==> config.mk <==
export PLATFORM = sky130hd
export DESIGN_NAME = atm_ctrl
export DESIGN_NICKNAME = d
export VERILOG_FILES = /design/src/hw/rtl/atm_pkg.sv /design/src/hw/rtl/atm_ctrl.sv
export SDC_FILE = /design/constraint.sdc
export NUM_CORES = 1
export LEC_CHECK = 0
export BUFFER_PORTS_ARGS = -buffer_cell sky130_fd_sc_hd__buf_2
export CAP_MARGIN = 10
export CORE_MARGIN = 2
export CORE_UTILIZATION = 30
export CTS_CLUSTER_DIAMETER = 60
export DETAILED_ROUTE_END_ITERATION = 10
export PLACE_DENSITY_LB_ADDON = 0.05
export SYNTH_ARGS = -nofsm -noshare
export SYNTH_HDL_FRONTEND = slang
export SYNTH_SLANG_ARGS = --single-unit
==> constraint.sdc <==
create_clock -name i_clk -period 3.52 [get_ports i_clk]
set_input_delay 0.704 -clock i_clk [delete_from_list [all_inputs] [get_ports i_clk]]
set_output_delay 0.704 -clock i_clk [all_outputs]
set_load 0.01 [all_outputs]
==> src/hw/rtl/atm_pkg.sv <==
// ----------------------------------------------------------------------------
// atm_pkg
// Widths, stage counts and pipeline types shared by the triangle mapper.
// ----------------------------------------------------------------------------
`default_nettype none

package atm_pkg;

    localparam int CW   = 16;               // coordinate width, Q12.4
    localparam int CF   = 4;                // coordinate fraction bits
    localparam int FRAC = 16;               // coefficient fraction bits
    localparam int OW   = 48;               // coefficient width
    localparam int NF   = 12;               // coordinates per input word
    localparam int NC   = 6;                // coefficients per output word

    localparam int DFW  = CW + 1;           // vertex difference
    localparam int PW   = 2 * DFW;          // difference product
    localparam int KW   = PW + 1;           // determinant and cofactors
    localparam int MW   = CW + KW;          // vertex times cofactor
    localparam int NCW  = MW + 2;           // translation numerator
    localparam int SHC  = FRAC - CF;        // shift of translation numerator
    localparam int NMW  = (KW + FRAC > NCW + SHC) ? KW + FRAC : NCW + SHC;
    localparam int RW   = KW - 1;           // divisor and remainder
    localparam int HW   = NMW - OW;         // numerator bits above the quotient

    localparam int NSU  = 6;                // setup stages
    localparam int NS   = NSU + OW + 1;     // all stages, last one is the output

    localparam int IDW  = NF * CW;
    localparam int ODW  = NC * OW;

    // field positions in the input word
    localparam int SX1 = 0;
    localparam int SX2 = 1;
    localparam int SX3 = 2;
    localparam int SY1 = 3;
    localparam int SY2 = 4;
    localparam int SY3 = 5;
    localparam int DX1 = 6;
    localparam int DX2 = 7;
    localparam int DX3 = 8;
    localparam int DY1 = 9;
    localparam int DY2 = 10;
    localparam int DY3 = 11;

    typedef struct packed {
        logic [RW-1:0] rem;
        logic [OW-1:0] num;     // remaining dividend bits, MSB first
        logic [OW-1:0] quo;
        logic [RW-1:0] d;
        logic          neg;
        logic          ovf;
        logic          zero;
    } t_div_st;

endpackage

`default_nettype wire

==> src/hw/rtl/atm_ctrl.sv <==
// ----------------------------------------------------------------------------
// atm_ctrl
// Valid bits of every stage and the per-stage load enables.
// ----------------------------------------------------------------------------
`default_nettype none

module atm_ctrl (
    input  logic                   i_clk,
    input  logic                   i_rst_n,
    input  logic                   i_s_tvalid,
    output logic                   o_s_tready,
    output logic                   o_m_tvalid,
    input  logic                   i_m_tready,
    output logic [atm_pkg::NS-1:0] o_en
);
    import atm_pkg::*;

    logic [NS-1:0] r_v;
    logic [NS-1:0] n_v;
    logic [NS-1:0] adv;

    // a stage loads when it is empty or its word moves on
    always_comb begin
        adv[NS-1] = !r_v[NS-1] || i_m_tready;
        for (int k = NS - 2; k >= 0; k--) begin
            adv[k] = !r_v[k] || adv[k+1];
        end
        n_v[0] = adv[0] ? i_s_tvalid : r_v[0];
        for (int k = 1; k < NS; k++) begin
            n_v[k] = adv[k] ? r_v[k-1] : r_v[k];
        end
    end

    always_ff @(posedge i_clk) begin
        if (!i_rst_n) begin
            r_v <= '0;
        end else begin
            r_v <= n_v;
        end
    end

    assign o_en       = adv;
    assign o_s_tready = adv[0];
    assign o_m_tvalid = r_v[NS-1];

endmodule

`default_nettype wire

# After elaboration in Yosys (flattened, before gate mapping)
# Cells that the tools add are included.
[op_classes]
n_reduce_logical = 110
[op_table]
columns = ["op", "count"]
rows = [
  ["1-bit zero test", 55],
  ["1-bit logical OR", 55],
]
[totals]
output_inout_bits = 57
reg_bits = 55
word_cells = 165
in_bits = 4

# Depth between registers and ports, before layout
# Gate-level depths: netlist of run 1.
[logic_depth]
depth_word = 56
mapped_depth = 6
depth_no_buf = 6

# Least setup slack after synthesis of run 1
# Ideal clock, no wire load.
[synth_timing]
kind = "input to output"
from = "input port i_m_tready"
to = "output port o_en[7] (netlist name)"
n_path_buf = 1
required_ns = 2.816
arrival_time_ns = 1.967
cell_stages = 5
path_slack_ns = 0.849
path_cell_list = "nor2b_1 -> and3_1 -> buf_2 -> nand4_1 -> or2_2"
[synth_via]
elab_chain_cells = 48
[synth_lines]
columns = ["item", "line", "text"]
rows = [
  ["from (decl)", "atm_ctrl.sv:13", "input logic i_m_tready,"],
  ["1-bit logical OR", "atm_ctrl.sv:24", "adv[NS-1] = !r_v[NS-1] || i_m_tready;"],
  ["1-bit logical OR (46 in series)", "atm_ctrl.sv:26", "adv[k] = !r_v[k] || adv[k+1];"],
  ["via o_en, one bit", "atm_ctrl.sv:14", "output logic [atm_pkg::NS-1:0] o_en"],
  ["1-bit logical OR", "atm_ctrl.sv:26", ""],
  ["to (decl)", "atm_ctrl.sv:14", ""],
]
# The timed path passes the listed nets, and every way through them passes these cells.

# Worst setup path after layout of run 1
[layout_timing]
from = "register r_v[31]"
to = "output port o_en[7] (netlist name)"
[layout_via]
elab_chain_cells = 26
[layout_lines]
columns = ["item", "line", "text"]
rows = [
  ["from (decl)", "atm_ctrl.sv:18", "logic [NS-1:0] r_v;"],
  ["from (signal assigned)", "atm_ctrl.sv:38", "r_v <= n_v;"],
  ["1-bit zero test", "atm_ctrl.sv:26", ""],
  ["1-bit logical OR (25 in series)", "atm_ctrl.sv:26", ""],
]
# Every way passes these cells.

==> out/metrics.yaml, run 1 <==
port_buffers: 60
ys_ff_latch: 55
synthArstFlopShare_pct: 0
cts_buffer_depth: 2
criticalPathCategory: "flop to output port"
largest_reg_flops: 55
grt_use_total_pct: 13.7
synth_common_cells: "nand2_1 (57), dfxtp_1 (55), nand3_1 (36)"
outcome: "complete, no violations"
ant_nets: 0
synth_edf_count: 0
wire_per_inst_um: 12.8
grt_max_degree: 40
slew_violations: 0
cellPowerDensity_nw_per_um2: 336
area_delta_synth_final_pct: 19.8
rsz0062_at_grt: "false"
clock.fmax_ghz: 0.329
cp-end-kind: "output port"
crit_required_ns: 2.82
grt_overflow: 0
maxCapViolations: 0
setup_viol: 0
globalplace.congestion: 0.732
ys.flop_type: "dfxtp_1"
utilization_pct: 36.7
via_per_inst: 4.82
whs_ns: 0.454
cts_tree: "built"
cts_max_level: 2
diodes: 0
cpMostUsedCell: "nand4_1"
synth_nets: 315
cts.sink_count: 55
grt_pass1_wl_mm: 9.78
clock_latency_ns: 0.31
dr.pass1.iters: 4
postCtsHoldBufs: 0
fin_crit_ns: 3.04
worstPathMaxFanout: 7
synthDistinctLibCells: 36
synth_most_common_cell: "nand2_1"
min_path_type: "flop to flop"
cts-buffers-inserted: 5
clk_pin_slew_worst_paths_ns: 0.10
peakVddDrop_mv: 0.132
die_w_um: 95.1
drt_wl_total_mm: 6.05
grt_pass1_vias: 1902
cts_root_buf: "clkbuf_8"
post_cts_buffers: 0
finalHoldViolations: 0
rows: 33
startpoint_type: "flop"
dp_hpwl_mm: 4.33
largest-register: "r_v"
initial_core_util_pct: 30.6
syn_inst: 311
slew_headroom_pct: 56.4
antenna_found_initial: 0
io_pins: 61
worstPathCellList: "nand4_1 > nor4_1 > nand4_1 > or2_2 > buf_2"
clock_skew_ns: 0.00893
dieArea_um2: 9050
syn_area_um2: 2490
die_h_um: 95.1
synth_top_area_cell: "dfxtp_1"
tightest_slew_ns: 0.653
ys.warnings.count: 0
reg_top3: "r_v: 55 flops"
leakagePower_nw: 0.933
ys_top_cells_by_area: "dfxtp_1 (44%), nand2_1 (8.6%), nand3_1 (7.2%), nand4_1 (4.8%), o21ai_0 (3.6%)"
drive_gt1_share_pct: 24.7
worst_path_max_delay_cell: "nor4_1"
drt_iter0_drc: 85
cts_resized: 0
placeableCoreArea_um2: 8130
num_vias: 2283
synth_top_area_share_pct: 44.2
period_share_pct: 86.3
fin_nets: 372
drc: 0
cpPeakStageDelay_ns: 0.54
avgSynthCellArea_um2: 8.01
arrival_ns: 2.33
fin_tns_setup_ns: 0
ys_seq_area_share_pct: 44.2
==> cell families after synthesis <==
| group | after synthesis | share of synthesized area [%] |
|---|---|---|
| compound gates | 55 | 15.2 |
| buf+inv | 40 | 6.48 |
| flops | 55 | 44.2 |
| simple gates | 161 | 34.2 |
==> power breakdown <==
group	internal, mW	total (mW)	switching (mW)
Combinational	0.00630	0.0209	0.0146
Clock	0.139	0.357	0.218
Sequential	0.624	0.625	0.00161
Total	0.769	1.00	0.234
==> through the flow <==
stage	power, mW	setup WS [ns]	std cells	cell area [um^2]
2_1_floorplan	0.655	0.849	311	2490
3_3_place_gp	0.661	0.543	466	2900
3_5_place_dp	0.661	0.492	466	2900
4_1_cts	1.02	0.474	474	2980
5_1_grt	1.05	0.158	474	2980
6_report	1.00	0.482	474	2980
==> worst max-delay path, delay by kind of cell, from the launching register on <==
kind                   cells  cell delay [ns]
buffers and inverters      1             0.14
flip-flops                 1             0.45
AND/OR/NAND/NOR            4             1.43
==> layout make-up <==
| class | instances | area, um^2 |
|---|---|---|
| Clock buffer | 5 | 68.8 |
| Clock inverter | 3 | 20.0 |
| Fill cell | 890 | 5150 |
| Inverter | 25 | 96.3 |
| Multi-Input combinational cell | 216 | 1230 |
| Sequential cell | 55 | 1100 |
| Tap cell | 105 | 131 |
| Timing Repair Buffer | 65 | 338 |
==> worst paths after layout <==
check                             start  endpoint  slack (ns)  cells after the start
worst min-delay path            r_v[35]   r_v[36]        0.45                      2
worst max register to register  r_v[37]    r_v[0]        1.36                      5
worst max-delay path            r_v[31]   o_en[7]        0.48                      5
worst min register to register  r_v[35]   r_v[36]        0.45                      2
==> cells in the final DEF (no fill, tap or decap), types with 3 or more instances in the layout <==
cell,count
a21boi_0,10
and2_1,3
and3_1,13
buf_2,60
buf_4,5
clkbuf_8,5
dfxtp_1,55
inv_1,21
inv_2,3
nand2_1,57
nand3_1,36
nand4_1,19
nor2_1,6
nor2b_1,4
nor3_1,6
o21a_1,12
o21ai_0,18
o21ai_2,4
o31ai_1,3
or3_1,3
==> per-layer routing <==
metal	vias to the layer above	wire (um)	track usage, %
met5	-	0	0
met4	0	63	3.62
met3	6	256	3.00
met2	42	2540	20.2
met1	1026	3190	20.2
li1	1209	-	-
(Power assumes the default switching activity.)
==> run 2: changes to the inputs <==
ABC_AREA = 1   (was unset)
RECOVER_POWER = 25   (was unset)
clock period = 3.09 ns   (was 3.52 ns; I/O delays follow)
==> out/metrics.yaml, run 2 <==
combPwrFrac_pct: 2.0
area_delta_synth_final_pct: 51.3
synth_top_area_cell: "dfxtp_1"
internal_power_uw: 893
fin_tns_setup_ns: -37.80
r2r_slack_ns: -1.51
grt_max_degree: 56
avgSynthCellArea_um2: 9.26
drive_gt1_share_pct: 47.2
synth_nets: 245
synth_top_area_share_pct: 49.3
r2r_start: "r_v[52]"
clock.fmax_ghz: 0.213
diodes: 0
grt_use_total_pct: 11.7
dp_slack_ns: -1.72
cts.sink_count: 55
min_path_type: "flop to flop"
cts_root_buf: "clkbuf_8"
crit_required_ns: 2.47
syn_area_um2: 2230
die_h_um: 90.3
pwr-share-clk_pct: 35.4
drt_wl_total_mm: 4.63
timing.rr.end: "r_v[0]"
leakagePower_nw: 1.38
fin_nets: 377
dp_hpwl_mm: 3.11
cts_tree: "built"
synth_common_cells: "dfxtp_1 (55), inv_1 (55), a21oi_1 (40)"
min_to: "r_v[53]"
wire_per_inst_um: 9.80
drc: 0
worstHoldStart: "r_v[52]"
arrival_ns: 4.07
drt_iter0_drc: 45
fillers: 758
maxCapViolations: 1
synth_edf_count: 0
seq_power_share_pct: 62.7
ys_ff_latch: 55
ys_seq_area_share_pct: 49.3
die_w_um: 90.3
synthArstFlopShare_pct: 0
syn_inst: 241
p_total_mw: 1.14
slew_headroom_pct: -23.6
largest-register: "r_v"
ys_top_cells_by_area: "dfxtp_1 (49%), nand4_4 (13%), inv_1 (9.2%), a21oi_1 (9.0%), nor2_4 (6.6%)"
num_vias: 1913
synthXorXnorAreaFrac_pct: 0
final.setup.worst_slack_ns: -1.59
hold_depth: 2
dieArea_um2: 8150
ys.flop_type: "dfxtp_1"
clock_latency_ns: 0.30
rsz0062_at_grt: "true"
violations: "capacitance limit, slew limit, setup timing"
synth_compound_area_share_pct: 9.75
largest_reg_flops: 55
worst_path_max_delay_cell: "nor2_4"
fin_crit_ns: 4.68
ant_nets: 0
final_cell_mix: "inv_1 (54), buf_2 (54), buf_4 (53), dfxtp_1 (53), a21oi_1 (37)"
reg_top3: "r_v: 55 flops"
ff2ff_path_depth: 36
grt_pass1_vias: 1765
antenna_found_initial: 0
setup_viol: 48
cts-buffers-inserted: 5
cts_buffer_depth: 2
cts_max_level: 2
grt_pass1_wl_mm: 7.89
via_per_inst: 4.05
cpMostUsedCell: "nand4_4"
ys.warnings.count: 0
fin_cells: 472
rows: 31
grt_overflow: 0
cp-end-kind: "output port"
postCtsHoldBufs: 0
synth_top_family_by_area: "simple AND/OR/NAND/NOR gates"
synthMuxAreaShare_pct: 0
synthDistinctLibCells: 16
cpPeakStageDelay_ns: 0.19
criticalPathCategory: "input port to output port"
port_buffers: 60
worstPathMaxFanout: 4
synthSimpleGateAreaFrac_pct: 30.1
period_share_pct: 152
placed_cells: 441
startpoint_type: "input port"
globalplace.congestion: 0.703
outcome: "finished with violations"
placeableCoreArea_um2: 7210
clk_pin_slew_worst_paths_ns: 0.09
dr.pass1.iters: 4
peakVddDrop_mv: 0.158
p_sw_share_pct: 21.5
io_pins: 61
netSwitchingPower_uw: 245
cellPowerDensity_nw_per_um2: 337
initial_core_util_pct: 30.9
synthAdderAreaFrac_pct: 0
clock_skew_ns: 0.00639
slew_violations: 56
tightest_slew_ns: 1.85
finalHoldViolations: 0
run 2: changes by cell type after synthesis, sizes merged, moves of 5 or more:
cell | before | now
clkbuf | 10 | 4
a21oi | 2 | 42
inv | 25 | 56
nor3 | 7 | 0
and3 | 13 | 0
nand3 | 38 | 14
a21boi | 12 | 0
nor2 | 7 | 39
o21ai | 22 | 0
nand4 | 19 | 14
o21a | 12 | 0
nand2 | 57 | 14
run 2: metrics by stage:
| step | hold WS [ns] | utilization (%) | area (um^2) |
|---|---|---|---|
| 2_1_floorplan | 0.451 | - | 2240 |
| 3_3_place_gp | 0.472 | 41.5 | 3000 |
| 3_5_place_dp | 0.475 | 41.5 | 3000 |
| 4_1_cts | 0.490 | 45.4 | 3280 |
| 5_1_grt | 0.514 | 46.8 | 3380 |
| 6_report | 0.484 | 46.8 | 3380 |
run 2: layer usage:
metal	global-route usage [%]	share of wire, %
met5	0	0
met4	3.85	0.78
met3	3.51	4.6
met2	18.5	48
met1	15.2	47
run 2: cells by family (layout without fill, tap and decap cells):
group                  Yosys count  in the layout
and+or+nand+nor                 81             81
buffers and inverters           63            195
DFF                             55             55
AOI/OAI and AO/OA               42             42
run 2: worst max-delay path, delay by kind of cell:
family	cells	cell delay, ns
buffers and inverters	3	0.32
AND/OR/NAND/NOR	27	3.17
run 2: area by class of cell:
type / instances / area, um^2 / share of cell area, %
inverter: 57 / 228 / 6.74
clock inverter: 1 / 5.00 / 0.148
sequential: 55 / 1100 / 32.7
multi-input combinational: 123 / 901 / 26.7
timing repair buffer: 131 / 935 / 27.7
clock buffer: 6 / 82.6 / 2.44
tap: 99 / 124 / 3.67
run 2: timing repair:
| item | in CTS | in global routing |
|---|---|---|
| endpoints found under the setup margin | 51 | 52 |
| gates resized for setup | 19 | 13 |
| cloned | 0 | 0 |
| buffers inserted | 17 | 9 |
| pin swaps | 3 | 3 |
run 2: how the worst max path moves through the flow:
stage	from	to	slack, ns	cells after the start
2_1_floorplan	i_m_tready	o_en[0]	-2.33	29
3_3_place_gp	i_m_tready	o_en[0]	-1.64	30
3_5_place_dp	i_m_tready	o_en[0]	-1.72	30
4_1_cts	i_m_tready	o_en[0]	-1.65	30
5_1_grt	i_m_tready	o_en[0]	-1.92	30
6_report	i_m_tready	o_en[0]	-1.59	30
run 2: power groups by stage:
| stage | logic, mW | clock network [mW] | registers, mW |
|---|---|---|---|
| after floorplan | 0.0139 | 0 | 0.729 |
| after global placement | 0.0213 | 0 | 0.729 |
| after detailed placement | 0.0212 | 0 | 0.729 |
| after CTS | 0.0230 | 0.423 | 0.713 |
| after global routing | 0.0254 | 0.447 | 0.713 |
| final | 0.0227 | 0.402 | 0.713 |
==> run 3: changes to the inputs <==
CORE_MARGIN = 3   (was 2)
CORE_UTILIZATION = 51   (was 30)
CTS_CLUSTER_DIAMETER = unset   (was 60)
==> out/metrics.yaml, run 3 (synthesis gave the netlist of run 2 again) <==
placed_cells: 384
maxCapViolations: 1
crit_start: "i_m_tready"
peakVddDrop_mv: 0.289
largest-register: "r_v"
placeableCoreArea_um2: 4120
clock_skew_ns: 0.00981
violations: "capacitance limit, slew limit, setup timing"
die_w_um: 72.2
globalplace.congestion: 0.762
startpoint_type: "input port"
worst_path_max_delay_cell: "nor2_4"
tightest_slew_ns: 1.86
port_buffers: 60
r2r_start: "r_v[52]"
clock_latency_ns: 0.30
slew_violations: 56
cts-buffers-inserted: 5
cpMostUsedCell: "nand4_4"
grt_use_total_pct: 20.6
dp_slack_ns: -1.74
grt_max_degree: 56
cts_tree: "built"
antenna_found_initial: 0
ff2ff_path_depth: 29
crit_required_ns: 2.47
ant_nets: 0
cp-end-kind: "output port"
cpPeakStageDelay_ns: 0.19
cts_root_buf: "clkbuf_8"
cts_buffer_depth: 2
cts.sink_count: 55
die_h_um: 72.2
final.setup.worst_slack_ns: -1.68
diodes: 0
cellPowerDensity_nw_per_um2: 340
reg_top3: "r_v: 55 flops"
slew_headroom_pct: -23.9
whs_ns: 0.486
grt_overflow: 0
mostFrequentLayoutCell: "buf_4"
io_pins: 61
num_vias: 2096
area_delta_synth_final_pct: 57.6
drc: 0
rsz0062_at_grt: "true"
outcome: "finished with violations"
min_path_type: "flop to flop"
largest_reg_flops: 55
leakagePower_nw: 1.48
drt_wl_total_mm: 5.76
cts_max_level: 2
criticalPathCategory: "input port to output port"
finalHoldViolations: 0
setup_viol: 54
drive_gt1_share_pct: 51.4
fin_nets: 395
grt_pass1_vias: 1912
dp_hpwl_mm: 3.13
drt_iter0_drc: 90
period_share_pct: 154
via_per_inst: 4.75
initial_core_util_pct: 54.2
final_cell_mix: "buf_4 (67), inv_1 (55), buf_2 (55), dfxtp_1 (54), a21oi_1 (29)"
fin_tns_setup_ns: -47.78
arrival_ns: 4.15
fin_cells: 441
worstPathMaxFanout: 5
clock.fmax_ghz: 0.210
timing.rr.end: "r_v[0]"
dr.pass1.iters: 4
place_area_um2: 2870
wire_per_inst_um: 13.1
fin_area_um2: 3520
grt_pass1_wl_mm: 8.42
crit_end: "o_en[0]"
clk_pin_slew_worst_paths_ns: 0.09
r2r_slack_ns: -0.93
fin_crit_ns: 4.77
rows: 23
dieArea_um2: 5210
==> run 3: area by class of cell <==
class / count / area [um^2]
tap: 50 / 62.6
timing repair buffer: 149 / 1090
inverter: 57 / 228
clock inverter: 1 / 30.0
fill: 245 / 598
multi-input combinational: 123 / 936
sequential: 55 / 1100
clock buffer: 6 / 72.6
==> run 3: worst min-delay path by stage <==
| stage | from | endpoint | slack, ns | cells past startpoint |
|---|---|---|---|---|
| 6_report | r_v[51] | r_v[52] | 0.49 | 2 |
| 5_1_grt | r_v[51] | r_v[52] | 0.52 | 2 |
| 4_1_cts | r_v[12] | r_v[13] | 0.49 | 2 |
| 3_5_place_dp | r_v[12] | r_v[13] | 0.48 | 2 |
| 3_3_place_gp | r_v[32] | r_v[33] | 0.47 | 2 |
| 2_1_floorplan | r_v[51] | r_v[52] | 0.45 | 2 |
==> run 3: timing repair <==
item	CTS	global route
hold buffers	0	0
setup buffers	37	14
pin swaps	1	1
setup endpoints to repair	51	59
gates resized for setup	32	11
cloned	0	0
==> run 3: per-stage QoR <==
step	total power, mW	utilization (%)
final	1.20	85.5
after CTS	1.20	82.1
after detailed placement	0.750	69.8
after global placement	0.750	69.8
after global routing	1.23	85.5
after floorplan	0.743	-
==> run 3: worst max-delay path, delay by kind of cell <==
family / cells / cell delay, ns
buf+inv: 3 / 0.31
simple gates: 27 / 3.20
==> run 3: power by group <==
group          leakage, nW  switching, mW  internal (mW)
Clock               0.0513          0.223          0.238
Sequential           0.444        0.00263          0.710
Combinational        0.985         0.0166        0.00624
Total                 1.48          0.242          0.954
==> run 3: per-layer routing <==
layer	global-route usage [%]	wire length (um)	vias up
li1	-	-	1057
met1	24.4	2220	981
met2	37.0	3220	46
met3	3.46	195	12
met4	7.72	113	0
met5	0	0	-
